==> src/rtl/core/smt_pkg.sv <==
// Shared types, constants and helper functions for the strand tagger.
// No dependencies.
package smt_pkg;

    localparam int GENOME_BASES = 4194304;
    localparam int MAX_SEGMENTS = 1024;
    localparam int STORE_WORDS  = (GENOME_BASES + 15) / 16;
    localparam int ADDR_W       = $clog2(STORE_WORDS);
    localparam int BL_W         = $clog2(GENOME_BASES + 1);
    localparam int SEG_W        = $clog2(MAX_SEGMENTS + 1);
    localparam int QDEPTH       = 2;

    // Item kinds after classification
    localparam logic [2:0] K_LOAD   = 3'd0;
    localparam logic [2:0] K_BEGIN  = 3'd1;
    localparam logic [2:0] K_DIGIT  = 3'd2;
    localparam logic [2:0] K_CLEAR  = 3'd3;
    localparam logic [2:0] K_INTRON = 3'd4;
    localparam logic [2:0] K_EXTEND = 3'd5;
    localparam logic [2:0] K_END    = 3'd6;

    // Input actions
    localparam logic [1:0] A_LOAD  = 2'd0;
    localparam logic [1:0] A_BEGIN = 2'd1;
    localparam logic [1:0] A_CIGAR = 2'd2;
    localparam logic [1:0] A_END   = 2'd3;

    // Strand codes
    localparam logic [1:0] S_NONE  = 2'd0;
    localparam logic [1:0] S_PLUS  = 2'd1;
    localparam logic [1:0] S_MINUS = 2'd2;
    localparam logic [1:0] S_UNK   = 2'd3;

    localparam logic [1:0] BASE_A = 2'd0;
    localparam logic [1:0] BASE_C = 2'd1;
    localparam logic [1:0] BASE_G = 2'd2;
    localparam logic [1:0] BASE_T = 2'd3;

    typedef struct packed {
        logic [2:0]  kind;
        logic [3:0]  val;
        logic [22:0] read_start;
        logic [21:0] chrom_offset;
        logic [22:0] chrom_length;
        logic        prior_tag;
    } t_item;

    typedef struct packed {
        logic       push_ok;
        logic [1:0] count;
    } t_q_stat;

    function automatic logic [1:0] motif_strand(input logic [7:0] code);
        case (code)
            8'hb2, 8'h92, 8'h31: motif_strand = S_PLUS;
            8'h71, 8'h79, 8'hb3: motif_strand = S_MINUS;
            default:             motif_strand = S_UNK;
        endcase
    endfunction

endpackage

==> src/rtl/core/smt_queue.sv <==
// Short register queue between front and back ends.
// Depends on smt_pkg.
module smt_queue (
    input  logic               i_clk,
    input  logic               i_rst_n,
    input  logic               i_push,
    input  smt_pkg::t_item     i_item,
    input  logic               i_pop,
    output logic               o_valid,
    output smt_pkg::t_item     o_item,
    output smt_pkg::t_q_stat   o_stat
);
    import smt_pkg::*;

    t_item      r_buf [0:QDEPTH-1];
    logic       r_wp, r_rp;
    logic [1:0] r_cnt;

    assign o_valid       = (r_cnt != 2'd0);
    assign o_item        = r_buf[r_rp];
    assign o_stat.push_ok = (r_cnt != 2'(QDEPTH));
    assign o_stat.count  = r_cnt;

    always_ff @(posedge i_clk) begin
        if (i_push) begin
            r_buf[r_wp] <= i_item;
        end
    end

    always_ff @(posedge i_clk) begin
        if (!i_rst_n) begin
            r_wp  <= 1'b0;
            r_rp  <= 1'b0;
            r_cnt <= 2'd0;
        end else begin
            if (i_push) r_wp <= ~r_wp;
            if (i_pop)  r_rp <= ~r_rp;
            r_cnt <= r_cnt + 2'(i_push) - 2'(i_pop);
        end
    end

endmodule

==> config.mk <==
export PLATFORM = sky130hd
export DESIGN_NAME = smt_queue
export DESIGN_NICKNAME = d
export VERILOG_FILES = /design/src/rtl/core/smt_pkg.sv /design/src/rtl/core/smt_queue.sv
export SDC_FILE = /design/constraint.sdc
export NUM_CORES = 1
export LEC_CHECK = 0
export BUFFER_PORTS_ARGS = -buffer_cell sky130_fd_sc_hd__clkbuf_2
export CAP_MARGIN = 5
export CORE_MARGIN = 1.5
export CORE_UTILIZATION = 52
export DETAILED_ROUTE_END_ITERATION = 8
export PLACE_DENSITY = 0.86
export SLEW_MARGIN = 20
export SYNTH_ARGS = -nofsm -noshare
export SYNTH_HDL_FRONTEND = slang
export SYNTH_SLANG_ARGS = --single-unit
==> constraint.sdc <==
create_clock -name i_clk -period 5 [get_ports i_clk]
set_clock_uncertainty 0.05 [all_clocks]
set_input_delay 0.25 -clock i_clk [delete_from_list [all_inputs] [get_ports i_clk]]
set_output_delay 0.25 -clock i_clk [all_outputs]
set_load 0.01 [all_outputs]
==> results.json <==
{
  "status": "finished, final reports clean",
  "ys_ff_latch": 157,
  "fin_nets": 587,
  "grt_use_met2": 0.371,
  "cp-end-kind": "primary output",
  "async_reset_ff_frac": 0,
  "synth_area_um2": 5860,
  "gp_congestion": 0.683,
  "cts_buffers": 17,
  "drtIter0Drc": 130,
  "n_antenna_cell": 0,
  "cpMaxStageDelayCell": "dfxtp_4",
  "gr-usage-met1": 0.217,
  "ant_nets": 0,
  "worst_slew_pin_slew_ps": 1070,
  "register_area_um2": 4670,
  "cp.arrival_ps": 2360,
  "cts_sinks": 157,
  "ys_types": 16,
  "hold_viol": 0,
  "drv_slew": 0,
  "setup.worst_path.class": "reg2out",
  "hold_path.class": "in2reg",
  "via_per_inst": 4.99,
  "required_ps": 4700,
  "cts_max_path_buffers": 2,
  "synth_top_family_by_area": "multiplexers",
  "rsz0062_at_grt": "false",
  "synth_xor_area_frac": 0.00534,
  "finalSetupTns_ps": 0,
  "synthMuxAreaShare": 0.172,
  "h-tree-depth": 4,
  "crit_fanout": 39,
  "coreArea_um2": 10900,
  "maxSlewHeadroom": 0.287,
  "synthTopCellsByCount": "edfxtp_1 (152), mux2_4 (40), mux2_2 (36)",
  "die_area_um2": 11900,
  "syn_area_per_cell_um2": 22.8,
  "yosysTopAreaCellShare": 0.778,
  "pwr-share-clk": 0.400,
  "first_pass_iters": 5,
  "cts_resized": 0,
  "combPwrFrac": 0.115,
  "grt_pass1_vias": 3640,
  "leakage_nw": 3.25,
  "seqPwrFrac": 0.485,
  "gr-total-overflow": 0,
  "yosysMostFrequentCell": "edfxtp_1",
  "grt_pass1_wl_um": 17400,
  "synth_seq_area_share": 0.796,
  "synth-compound-area-share": 0.00128,
  "max_clock_freq_ghz": 0.376,
  "synth_top_cells_by_area": "edfxtp_1 (78%), mux2_4 (10%), mux2_2 (6.9%)",
  "grt.total_usage": 0.202,
  "fillCellCount": 623,
  "synthCells": 257,
  "antenna_found_initial": 0,
  "slowest_delay_ps": 740,
  "synthAdderAreaFrac": 0.00427,
  "start_util": 0.536,
  "syn_nets": 339,
  "p_sw_mw": 0.700,
  "die_w_um": 109,
  "synth-simple-area-share": 0.00918,
  "setup_viol": 0,
  "yosysWarnings": 0,
  "maxCapViolCount": 0,
  "r2r_start": "r_wp$_SDFFE_PN0P_",
  "routed_wl_um": 11700,
  "synth_ff_type": "edfxtp_1",
  "p_total_mw": 3.22,
  "power.density_nw_per_um2": 394,
  "dp_hpwl_um": 6510,
  "stdcell_area_um2": 8160,
  "multi_input_area_um2": 1130,
  "r2r_slack_ps": 2800,
  "met3_usage": 0.0610,
  "swShare": 0.218,
  "insertion_delay_ps": 410,
  "clkTransAtPathRegs_ps": 70,
  "top_level_ports": 160,
  "drive_gt1_frac": 0.523,
  "dieHeight_um": 109,
  "drc": 0,
  "synth_edf_count": 152,
  "cp_cell_sequence": "buf_4, mux2_2, clkbuf_2",
  "wire_per_inst_um": 17.7,
  "clock-root-buffer": "clkbuf_16",
  "grt_max_degree": 77,
  "fin_crit_sh": 0.532,
  "p_int_mw": 2.52,
  "cts_tree": "yes",
  "syn_to_final_growth_pct": 39.1,
  "io_buffers": 159,
  "ir_worst_vdd_mv": 0.256,
  "row_count": 38,
  "cp-start-kind": "register",
  "num_vias": 3284,
  "placed_area_um2": 6800,
  "min_from": "i_rst_n",
  "synth.largest_area_cell": "edfxtp_1",
  "fin_crit_ps": 2660,
  "grt_busiest_layer": "met2"
}
## layout make-up
| type | instances | share of cell area |
|---|---|---|
| inverter | 2 | 0.000921 |
| sequential | 157 | 0.572 |
| multi-input combinational | 90 | 0.139 |
| clock inverter | 13 | 0.0204 |
| tap | 140 | 0.0215 |
| timing repair buffer | 237 | 0.193 |
| clock buffer | 19 | 0.0531 |
## path summary, 6_finish.rpt
check / end / cells past startpoint
max: o_item[31] / 3
max reg2reg: r_buf[0][6]$_DFFE_PP_ / 2
min: r_wp$_SDFFE_PN0P_ / 2
min reg2reg: register / 2
## layout by cell type (no fill, tap or decap)
cell type | Yosys | final
o21a_1 | 1 | 1
dfxtp_4 | 0 | 1
or2_2 | 1 | 1
inv_1 | 2 | 2
clkinv_2 | 0 | 2
ha_1 | 2 | 2
mux2_2 | 36 | 36
clkbuf_1 | 0 | 2
bufinv_16 | 0 | 3
edfxtp_1 | 152 | 152
nor2b_4 | 0 | 1
xor2_1 | 1 | 1
xnor3_1 | 1 | 1
mux2_4 | 40 | 40
inv_6 | 0 | 2
and2_4 | 0 | 1
clkbuf_16 | 0 | 17
dfxtp_1 | 5 | 4
clkinv_4 | 0 | 3
clkbuf_2 | 0 | 159
nand2_1 | 1 | 1
clkinvlp_4 | 0 | 3
buf_4 | 1 | 2
and2_1 | 4 | 3
nor2b_1 | 3 | 2
dlygate4sd3_1 | 0 | 76
## power groups by stage
stage                     combinational [mW]  clock, mW  sequential, mW
after floorplan                        0.205          0            1.57
after global placement                 0.311          0            1.58
after detailed placement               0.318          0            1.59
after CTS                              0.368       1.30            1.56
after global routing                   0.397       1.36            1.56
final                                  0.370       1.29            1.56
## critical path, delay by kind of cell, from the launching register on
kind	cells	cell delay [ps]
buffers and inverters	2	770
flip-flops	1	740
multiplexers	1	430
## per-stage QoR
step,hold slack (ps),setup slack [ps],cells,utilization
floorplan,299,733,257,-
global placement,389,2740,550,0.621
detailed placement,392,2700,550,0.621
CTS,1.92,2290,657,0.745
global route,50.3,2240,658,0.746
finish,70.3,2340,658,0.746
## flip-flops by register name, summed over array words and instances (netlist names), named ones only
signal,cells
r_buf,152
r_cnt,2
r_rp,1
r_wp,1
## routing by layer
layer  up-vias  routed length, um
li1       1513                  -
met1      1642               4590
met2       119               6370
met3        10                575
met4         0                112
met5         -                  0
## logic make-up after synthesis
family,Yosys count
buf+inv,10
simple gates,9
flops,157
xor+xnor,2
mux,76
compound gates,1
fa+ha+maj,2
## repair_timing
item                      in CTS  in global routing
setup buffers                  0                  0
hold endpoints to repair     150                  2
hold buffers                  75                  1
(Power assumes the default switching activity.)
