<file path="src/rtl/core/smt_pkg.sv">
// Shared types, constants and helper functions for the strand tagger.
// No dependencies.
package smt_pkg;

    localparam int GENOME_BASES = 4194304;
    localparam int MAX_SEGMENTS = 1024;
    localparam int STORE_WORDS  = (GENOME_BASES + 15) / 16;
    localparam int ADDR_W       = $clog2(STORE_WORDS);
    localparam int BL_W         = $clog2(GENOME_BASES + 1);
    localparam int SEG_W        = $clog2(MAX_SEGMENTS + 1);
    localparam int QDEPTH       = 2;

    // Item kinds after classification
    localparam logic [2:0] K_LOAD   = 3'd0;
    localparam logic [2:0] K_BEGIN  = 3'd1;
    localparam logic [2:0] K_DIGIT  = 3'd2;
    localparam logic [2:0] K_CLEAR  = 3'd3;
    localparam logic [2:0] K_INTRON = 3'd4;
    localparam logic [2:0] K_EXTEND = 3'd5;
    localparam logic [2:0] K_END    = 3'd6;

    // Input actions
    localparam logic [1:0] A_LOAD  = 2'd0;
    localparam logic [1:0] A_BEGIN = 2'd1;
    localparam logic [1:0] A_CIGAR = 2'd2;
    localparam logic [1:0] A_END   = 2'd3;

    // Strand codes
    localparam logic [1:0] S_NONE  = 2'd0;
    localparam logic [1:0] S_PLUS  = 2'd1;
    localparam logic [1:0] S_MINUS = 2'd2;
    localparam logic [1:0] S_UNK   = 2'd3;

    localparam logic [1:0] BASE_A = 2'd0;
    localparam logic [1:0] BASE_C = 2'd1;
    localparam logic [1:0] BASE_G = 2'd2;
    localparam logic [1:0] BASE_T = 2'd3;

    typedef struct packed {
        logic [2:0]  kind;
        logic [3:0]  val;
        logic [22:0] read_start;
        logic [21:0] chrom_offset;
        logic [22:0] chrom_length;
        logic        prior_tag;
    } t_item;

    typedef struct packed {
        logic       push_ok;
        logic [1:0] count;
    } t_q_stat;

    function automatic logic [1:0] motif_strand(input logic [7:0] code);
        case (code)
            8'hb2, 8'h92, 8'h31: motif_strand = S_PLUS;
            8'h71, 8'h79, 8'hb3: motif_strand = S_MINUS;
            default:             motif_strand = S_UNK;
        endcase
    endfunction

endpackage

</file>
<file path="src/rtl/core/smt_front.sv">
// Front end: accepts items and classifies letters and CIGAR characters.
// Depends on smt_pkg.
module smt_front (
    input  logic               i_take,
    input  logic [1:0]         i_action,
    input  logic [7:0]         i_symbol,
    input  logic [22:0]        i_read_start,
    input  logic [21:0]        i_chrom_offset,
    input  logic [22:0]        i_chrom_length,
    input  logic               i_already_tagged,
    output logic               o_push,
    output smt_pkg::t_item     o_item
);
    import smt_pkg::*;

    logic [7:0] w_up;
    logic       w_keep;

    always_comb begin
        w_up   = (i_symbol >= 8'h61 && i_symbol <= 8'h7a) ? i_symbol - 8'h20 : i_symbol;
        w_keep = 1'b1;
        o_item = '0;
        o_item.read_start   = i_read_start;
        o_item.chrom_offset = i_chrom_offset;
        o_item.chrom_length = i_chrom_length;
        o_item.prior_tag    = i_already_tagged;
        case (i_action)
            A_LOAD: begin
                o_item.kind = K_LOAD;
                // drop anything that is not a letter
                w_keep = (w_up >= 8'h41 && w_up <= 8'h5a);
                case (w_up)
                    8'h41, 8'h4e: o_item.val = {2'b00, BASE_A};
                    8'h43:        o_item.val = {2'b00, BASE_C};
                    8'h47:        o_item.val = {2'b00, BASE_G};
                    default:      o_item.val = {2'b00, BASE_T};
                endcase
            end
            A_BEGIN: o_item.kind = K_BEGIN;
            A_CIGAR: begin
                if (i_symbol >= 8'h30 && i_symbol <= 8'h39) begin
                    o_item.kind = K_DIGIT;
                    o_item.val  = 4'(i_symbol - 8'h30);
                end else if (i_symbol == 8'h49 || i_symbol == 8'h53 ||
                             i_symbol == 8'h48 || i_symbol == 8'h50) begin
                    o_item.kind = K_CLEAR;
                end else if (i_symbol == 8'h4e) begin
                    o_item.kind = K_INTRON;
                end else begin
                    o_item.kind = K_EXTEND;
                end
            end
            default: o_item.kind = K_END;
        endcase
        o_push = i_take && w_keep;
    end

endmodule

</file>
<file path="config.mk">
export PLATFORM = sky130hd
export DESIGN_NAME = smt_front
export DESIGN_NICKNAME = d
export VERILOG_FILES = /design/src/rtl/core/smt_pkg.sv /design/src/rtl/core/smt_front.sv
export SDC_FILE = /design/constraint.sdc
export NUM_CORES = 1
export LEC_CHECK = 0
export BUFFER_PORTS_ARGS = -buffer_cell sky130_fd_sc_hd__buf_2
export CAP_MARGIN = 30
export CORE_ASPECT_RATIO = 2
export CORE_MARGIN = 3
export CORE_UTILIZATION = 25
export DETAILED_ROUTE_END_ITERATION = 8
export PLACE_DENSITY = 0.78
export SLEW_MARGIN = 10
export SYNTH_ARGS = -nofsm -noshare
export SYNTH_HDL_FRONTEND = slang
export SYNTH_SLANG_ARGS = --single-unit
export TNS_END_PERCENT = 10
</file>
<file path="constraint.sdc">
create_clock -name vclk -period 1.39
set_input_delay 0.2085 -clock vclk [all_inputs]
set_output_delay 0.2085 -clock vclk [all_outputs]
set_load 0.05 [all_outputs]
</file>
==> metrics.yaml, run 1 <==
timing:
  fin_ws_ns: -0.331
  worst-slew-pin-transition_ns: 0.463
  max-slew-margin-rel: 0.688
  period_needed_ns: 1.72
  fmax_mhz: 581
  finalHoldViolations: 0
  hold_ws_ns: 0.417
  slew_viol_final: 0
  post-route-period-util: 1.24
  setup_repair_after_global_routing_missed_its_margin: "yes"
  setup-violations-final: 8
drt:
  detailroute.via_count: 612
  dr.pass1.iters: 4
  drc: 0
  1st_iter_drt_viols: 4
  ant_nets: 0
  routed_wl_mm: 2.83
  wire_per_inst_um: 23.6
  route.detailed.vias_per_inst: 5.10
place:
  buffer_ports.inserted: 19
  gpl.final_weighted_congestion: 0.901
  placed_cells: 119
  placement.cell_area_um2: 679
  dpl_worst_slack_ns: -0.463
  hpwlAfterDp_mm: 2.40
setup_path:
  worstSetupEndpointType: "output pin"
  start_to_end_type_of_the_worst_setup_path: "in -> out"
  cp_max_fo: 4
  cp.arrival_ns: 1.51
  crit_end: "o_item[69]"
  worst_ep_required_time_ns: 1.18
  crit_path_start: "i_symbol[0]"
  worstSetupStartpointType: "input port"
die:
  dieArea_um2: 4200
  die_h_um: 88.7
  standard_cell_core_area_um2: 3230
  die-width_um: 47.4
  starting_density_of_the_core: 0.265
  i_o_pins: 157
  fp_rows: 29
logic_synthesis:
  synth_largest_area_cell: "buf_4"
  netlist_top_cells_area: "buf_4, o31a_1, nor4b_1"
  syn-instance-count: 118
  post_syn_area_um2: 856
  post_synth_num_cell_types: 25
  postSynthNetCount: 200
  yosysTopAreaCellShare: 0.614
  ys_warn_count: 0
  sequential_cell_area_fraction_in_the_yosys_report: 0
  top_count_cell_post_synth: "buf_4"
  postSynthAreaPerCell_um2: 7.25
  ys_top_cells_by_count: "buf_4, inv_1, nor2_1"
finish:
  count_of_sequential_standard_cells: 0
  final.clkbuf_count: 0
  finalNonFillerCells: 120
  nNetsFinal: 173
  diodes: 0
  multi_input_logic_area_um2: 390
  seqCellArea_um2: 0
  n_fill_cell: 351
  share_of_layout_cells_above_drive_strength_1: 0.685
  syn_to_final_growth_pct: -7.31
  design_area_um2: 793
global_route:
  number_of_antenna_violations_at_the_first_check_in_global_routing: 0
  global_route.overflow_total: 0
  aggregate_global_route_resource_usage: 0.129
  maximum_number_of_pins_on_one_net_before_global_route_repair: 9
  grt_pass1_wl_mm: 3.69
  grt_pass1_vias: 657
min_path:
  timing.hold.worst.class: "in -> out"
  hp-start: "i_chrom_length[12]"
power:
  vdd.ir_drop.worst_uv: 108
  power_leakage_nw: 0.355
  post-layout-total-power_mw: 0.250
  power_density_nw_per_um2: 315
outcome:
  outcome: "finished with violations"
  failed_checks: "negative setup slack"
run:
  max_cap_viol_count: 0
[kinds of logic after synthesis]
logic type                 Yosys count  synth area share
and+or+nand+nor                     21             0.161
AOI/OAI and AO/OA                   16             0.140
xor gates and xnor gates             1            0.0102
buffers and inverters               78             0.659
adders and majority gates            2            0.0292
[layer usage]
layer	routed length (um)	track usage	vias up
li1	-	-	265
met1	502	0.0771	245
met4	528	0.199	0
met5	0	0	-
met3	461	0.0387	56
met2	1340	0.211	46
[per-stage QoR]
step	TNS [ns]	utilization
4_1_cts	-2.03	0.239
6_report	-1.90	0.246
5_1_grt	-2.34	0.246
3_3_place_gp	-3.38	0.210
2_1_floorplan	-1.94	-
3_5_place_dp	-3.41	0.210
[worst min path at each step]
stage                 end  cells after the start
2_1_floorplan  o_item[69]                      1
3_3_place_gp   o_item[37]                      0
3_5_place_dp   o_item[37]                      0
4_1_cts        o_item[37]                      0
5_1_grt        o_item[23]                      0
6_report       o_item[13]                      0
[worst max-delay path: stages]
cell,delay [ns]
buf_8,0.10
nor4_4,0.30
a22oi_2,0.14
buf_4,0.15
o31a_1,0.26
a211oi_4,0.17
buf_6,0.18
[timing repair]
item	CTS	global route
hold buffers	0	0
gates resized for setup	26	5
pin swaps	3	4
buffers inserted	1	0
endpoints found under the setup margin	8	8
[report_power, final]
group	internal (mW)	switching, mW
sequential	0	0
clock	0	0
combinational	0.115	0.135
[cells in the final DEF, fill, tap and decap left out, types with 2 or more instances in the layout]
master    instances
a211oi_4          2
and3_2            2
buf_2             9
buf_4            24
buf_6             9
inv_1             5
nand2_1           2
nand2b_1          2
nor2_1            4
nor2_2            2
nor4b_1           2
o21ai_0           3
o31a_1            3
[layout make-up]
class,instances,share of cell area
Multi-Input combinational cell,40,0.492
Inverter,6,0.0284
Timing Repair Buffer,43,0.431
Tap cell,31,0.0489
(Power assumes the default switching activity.)
==> run 2: changes to the inputs <==
--- a/config.mk
+++ b/config.mk
@@ -5,13 +5,14 @@
 export SDC_FILE = /design/constraint.sdc
 export NUM_CORES = 1
 export LEC_CHECK = 0
+export ABC_AREA = 1
 export BUFFER_PORTS_ARGS = -buffer_cell sky130_fd_sc_hd__buf_2
 export CAP_MARGIN = 30
 export CORE_ASPECT_RATIO = 2
-export CORE_MARGIN = 3
-export CORE_UTILIZATION = 25
+export CORE_UTILIZATION = 27
 export DETAILED_ROUTE_END_ITERATION = 8
 export PLACE_DENSITY = 0.78
+export SKIP_LAST_GASP = 1
 export SLEW_MARGIN = 10
 export SYNTH_ARGS = -nofsm -noshare
 export SYNTH_HDL_FRONTEND = slang
==> metrics.yaml, run 2 <==
die:
  standard_cell_core_area_um2: 3380
  die-width_um: 44.2
  i_o_pins: 157
  fp_rows: 30
  dieArea_um2: 3810
  die_h_um: 86.3
  starting_density_of_the_core: 0.284
logic_synthesis:
  ys_top_cells_by_count: "buf_4, nand2_1, nor2_1"
  post_syn_area_um2: 960
  post_synth_num_cell_types: 25
  postSynthAreaPerCell_um2: 6.23
  top_count_cell_post_synth: "buf_4"
  sequential_cell_area_fraction_in_the_yosys_report: 0
  ys_warn_count: 0
  netlist_top_cells_area: "buf_4, nand2_1, nor2_1"
  syn-instance-count: 154
  postSynthNetCount: 236
  synth_largest_area_cell: "buf_4"
  yosysTopAreaCellShare: 0.540
place:
  placement.cell_area_um2: 801
  dpl_worst_slack_ns: -0.502
  buffer_ports.inserted: 19
  placed_cells: 159
  hpwlAfterDp_mm: 2.17
  gpl.final_weighted_congestion: 0.833
drt:
  route.detailed.vias_per_inst: 5.19
  detailroute.via_count: 857
  dr.pass1.iters: 6
  ant_nets: 0
  wire_per_inst_um: 16.9
  routed_wl_mm: 2.79
  1st_iter_drt_viols: 32
  drc: 16
finish:
  diodes: 0
  layout.cells.most_common: "buf_4"
  count_of_sequential_standard_cells: 0
  nNetsFinal: 217
  seqCellArea_um2: 0
  finalNonFillerCells: 165
  n_fill_cell: 363
  syn_to_final_growth_pct: 8.47
  design_area_um2: 1040
  share_of_layout_cells_above_drive_strength_1: 0.707
  mostFrequentLayoutCells: "buf_4, nand2_1, buf_6, inv_1, nand2_2"
  final.clkbuf_count: 0
global_route:
  grt_pass1_vias: 886
  maximum_number_of_pins_on_one_net_before_global_route_repair: 6
  global_route.overflow_total: 0
  grt_pass1_wl_mm: 4.06
  aggregate_global_route_resource_usage: 0.140
  number_of_antenna_violations_at_the_first_check_in_global_routing: 0
timing:
  fmax_mhz: 609
  post-route-period-util: 1.18
  slew_viol_final: 0
  setup_repair_after_global_routing_missed_its_margin: "yes"
  setup-violations-final: 8
  period_needed_ns: 1.64
  timing.setup.tns_ns: -1.74
  max-slew-margin-rel: 0.822
  worst-slew-pin-transition_ns: 0.267
  fin_ws_ns: -0.251
  finalHoldViolations: 0
power:
  vdd.ir_drop.worst_uv: 158
  power.switching_fraction: 0.566
  power_leakage_nw: 0.505
  power_density_nw_per_um2: 315
  power.combinational.fraction: 1.000
  clock_power_share: 0
  post-layout-total-power_mw: 0.328
  switching_power_mw: 0.186
  p_int_mw: 0.142
  share_seq_of_total_power: 0
outcome:
  outcome: "finished with violations"
  failed_checks: "design-rule violations, negative setup slack"
setup_path:
  worstSetupEndpointType: "output pin"
  cp_max_fo: 5
  worstSetupStartpointType: "input port"
  crit_path_start: "i_symbol[1]"
  start_to_end_type_of_the_worst_setup_path: "in -> out"
  worst_ep_required_time_ns: 1.18
  cp.arrival_ns: 1.43
cts:
  cts_hold_repair.buffers: 0
min_path:
  timing.hold.worst.class: "in -> out"
  hp-start: "i_chrom_length[22]"
run:
  max_cap_viol_count: 0
## run 2: path summary, 6_finish.rpt
check	endpoint	slack [ns]	cells after the start
max	o_push	-0.25	11
min	o_item[23]	0.42	0
## run 2: area by class of cell
cell class                      instances  area (um^2)  area share
Inverter                               17         73.8      0.0709
Multi-Input combinational cell         67          531       0.510
Tap cell                               32         40.0      0.0385
Timing Repair Buffer                   49          397       0.381
## run 2: kinds of logic after synthesis
group | after synthesis | synth area share
buffers and inverters | 87 | 0.618
AOI/OAI and AO/OA | 12 | 0.102
and+or+nand+nor | 53 | 0.254
adders and majority gates | 2 | 0.0261
## run 2: per-layer routing
metal / track usage / vias to the layer above / wire length (um)
li1: - / 370 / -
met1: 0.103 / 353 / 639
met2: 0.241 / 86 / 1480
met3: 0.0167 / 48 / 356
met4: 0.201 / 0 / 314
met5: 0 / - / 0
## run 2: timing repair
action,CTS,global route
resized for setup,48,13
pin swaps,19,15
endpoints found under the setup margin,8,8
setup buffers,4,2
## run 2: critical path, stage by stage
cell and delay [ns]:
buf_4 0.15, nor2_4 0.12, nand2_4 0.07, nand3_1 0.08
nand2_2 0.07, nand2_2 0.10, inv_2 0.05, a21oi_4 0.14
nand3_2 0.11, a21oi_4 0.15, buf_6 0.17
## run 2: power groups by stage
stage / clock, mW / combinational (mW) / sequential (mW)
2_1_floorplan: 0 / 0.679 / 0
3_3_place_gp: 0 / 0.246 / 0
3_5_place_dp: 0 / 0.249 / 0
4_1_cts: 0 / 0.304 / 0
5_1_grt: 0 / 0.350 / 0
6_report: 0 / 0.328 / 0
## run 2: through the flow
step / util / hold WS, ns
CTS: 0.291 / 0.417
global route: 0.308 / 0.417
global placement: 0.237 / 0.417
detailed placement: 0.237 / 0.417
floorplan: - / 0.566
finish: 0.308 / 0.417
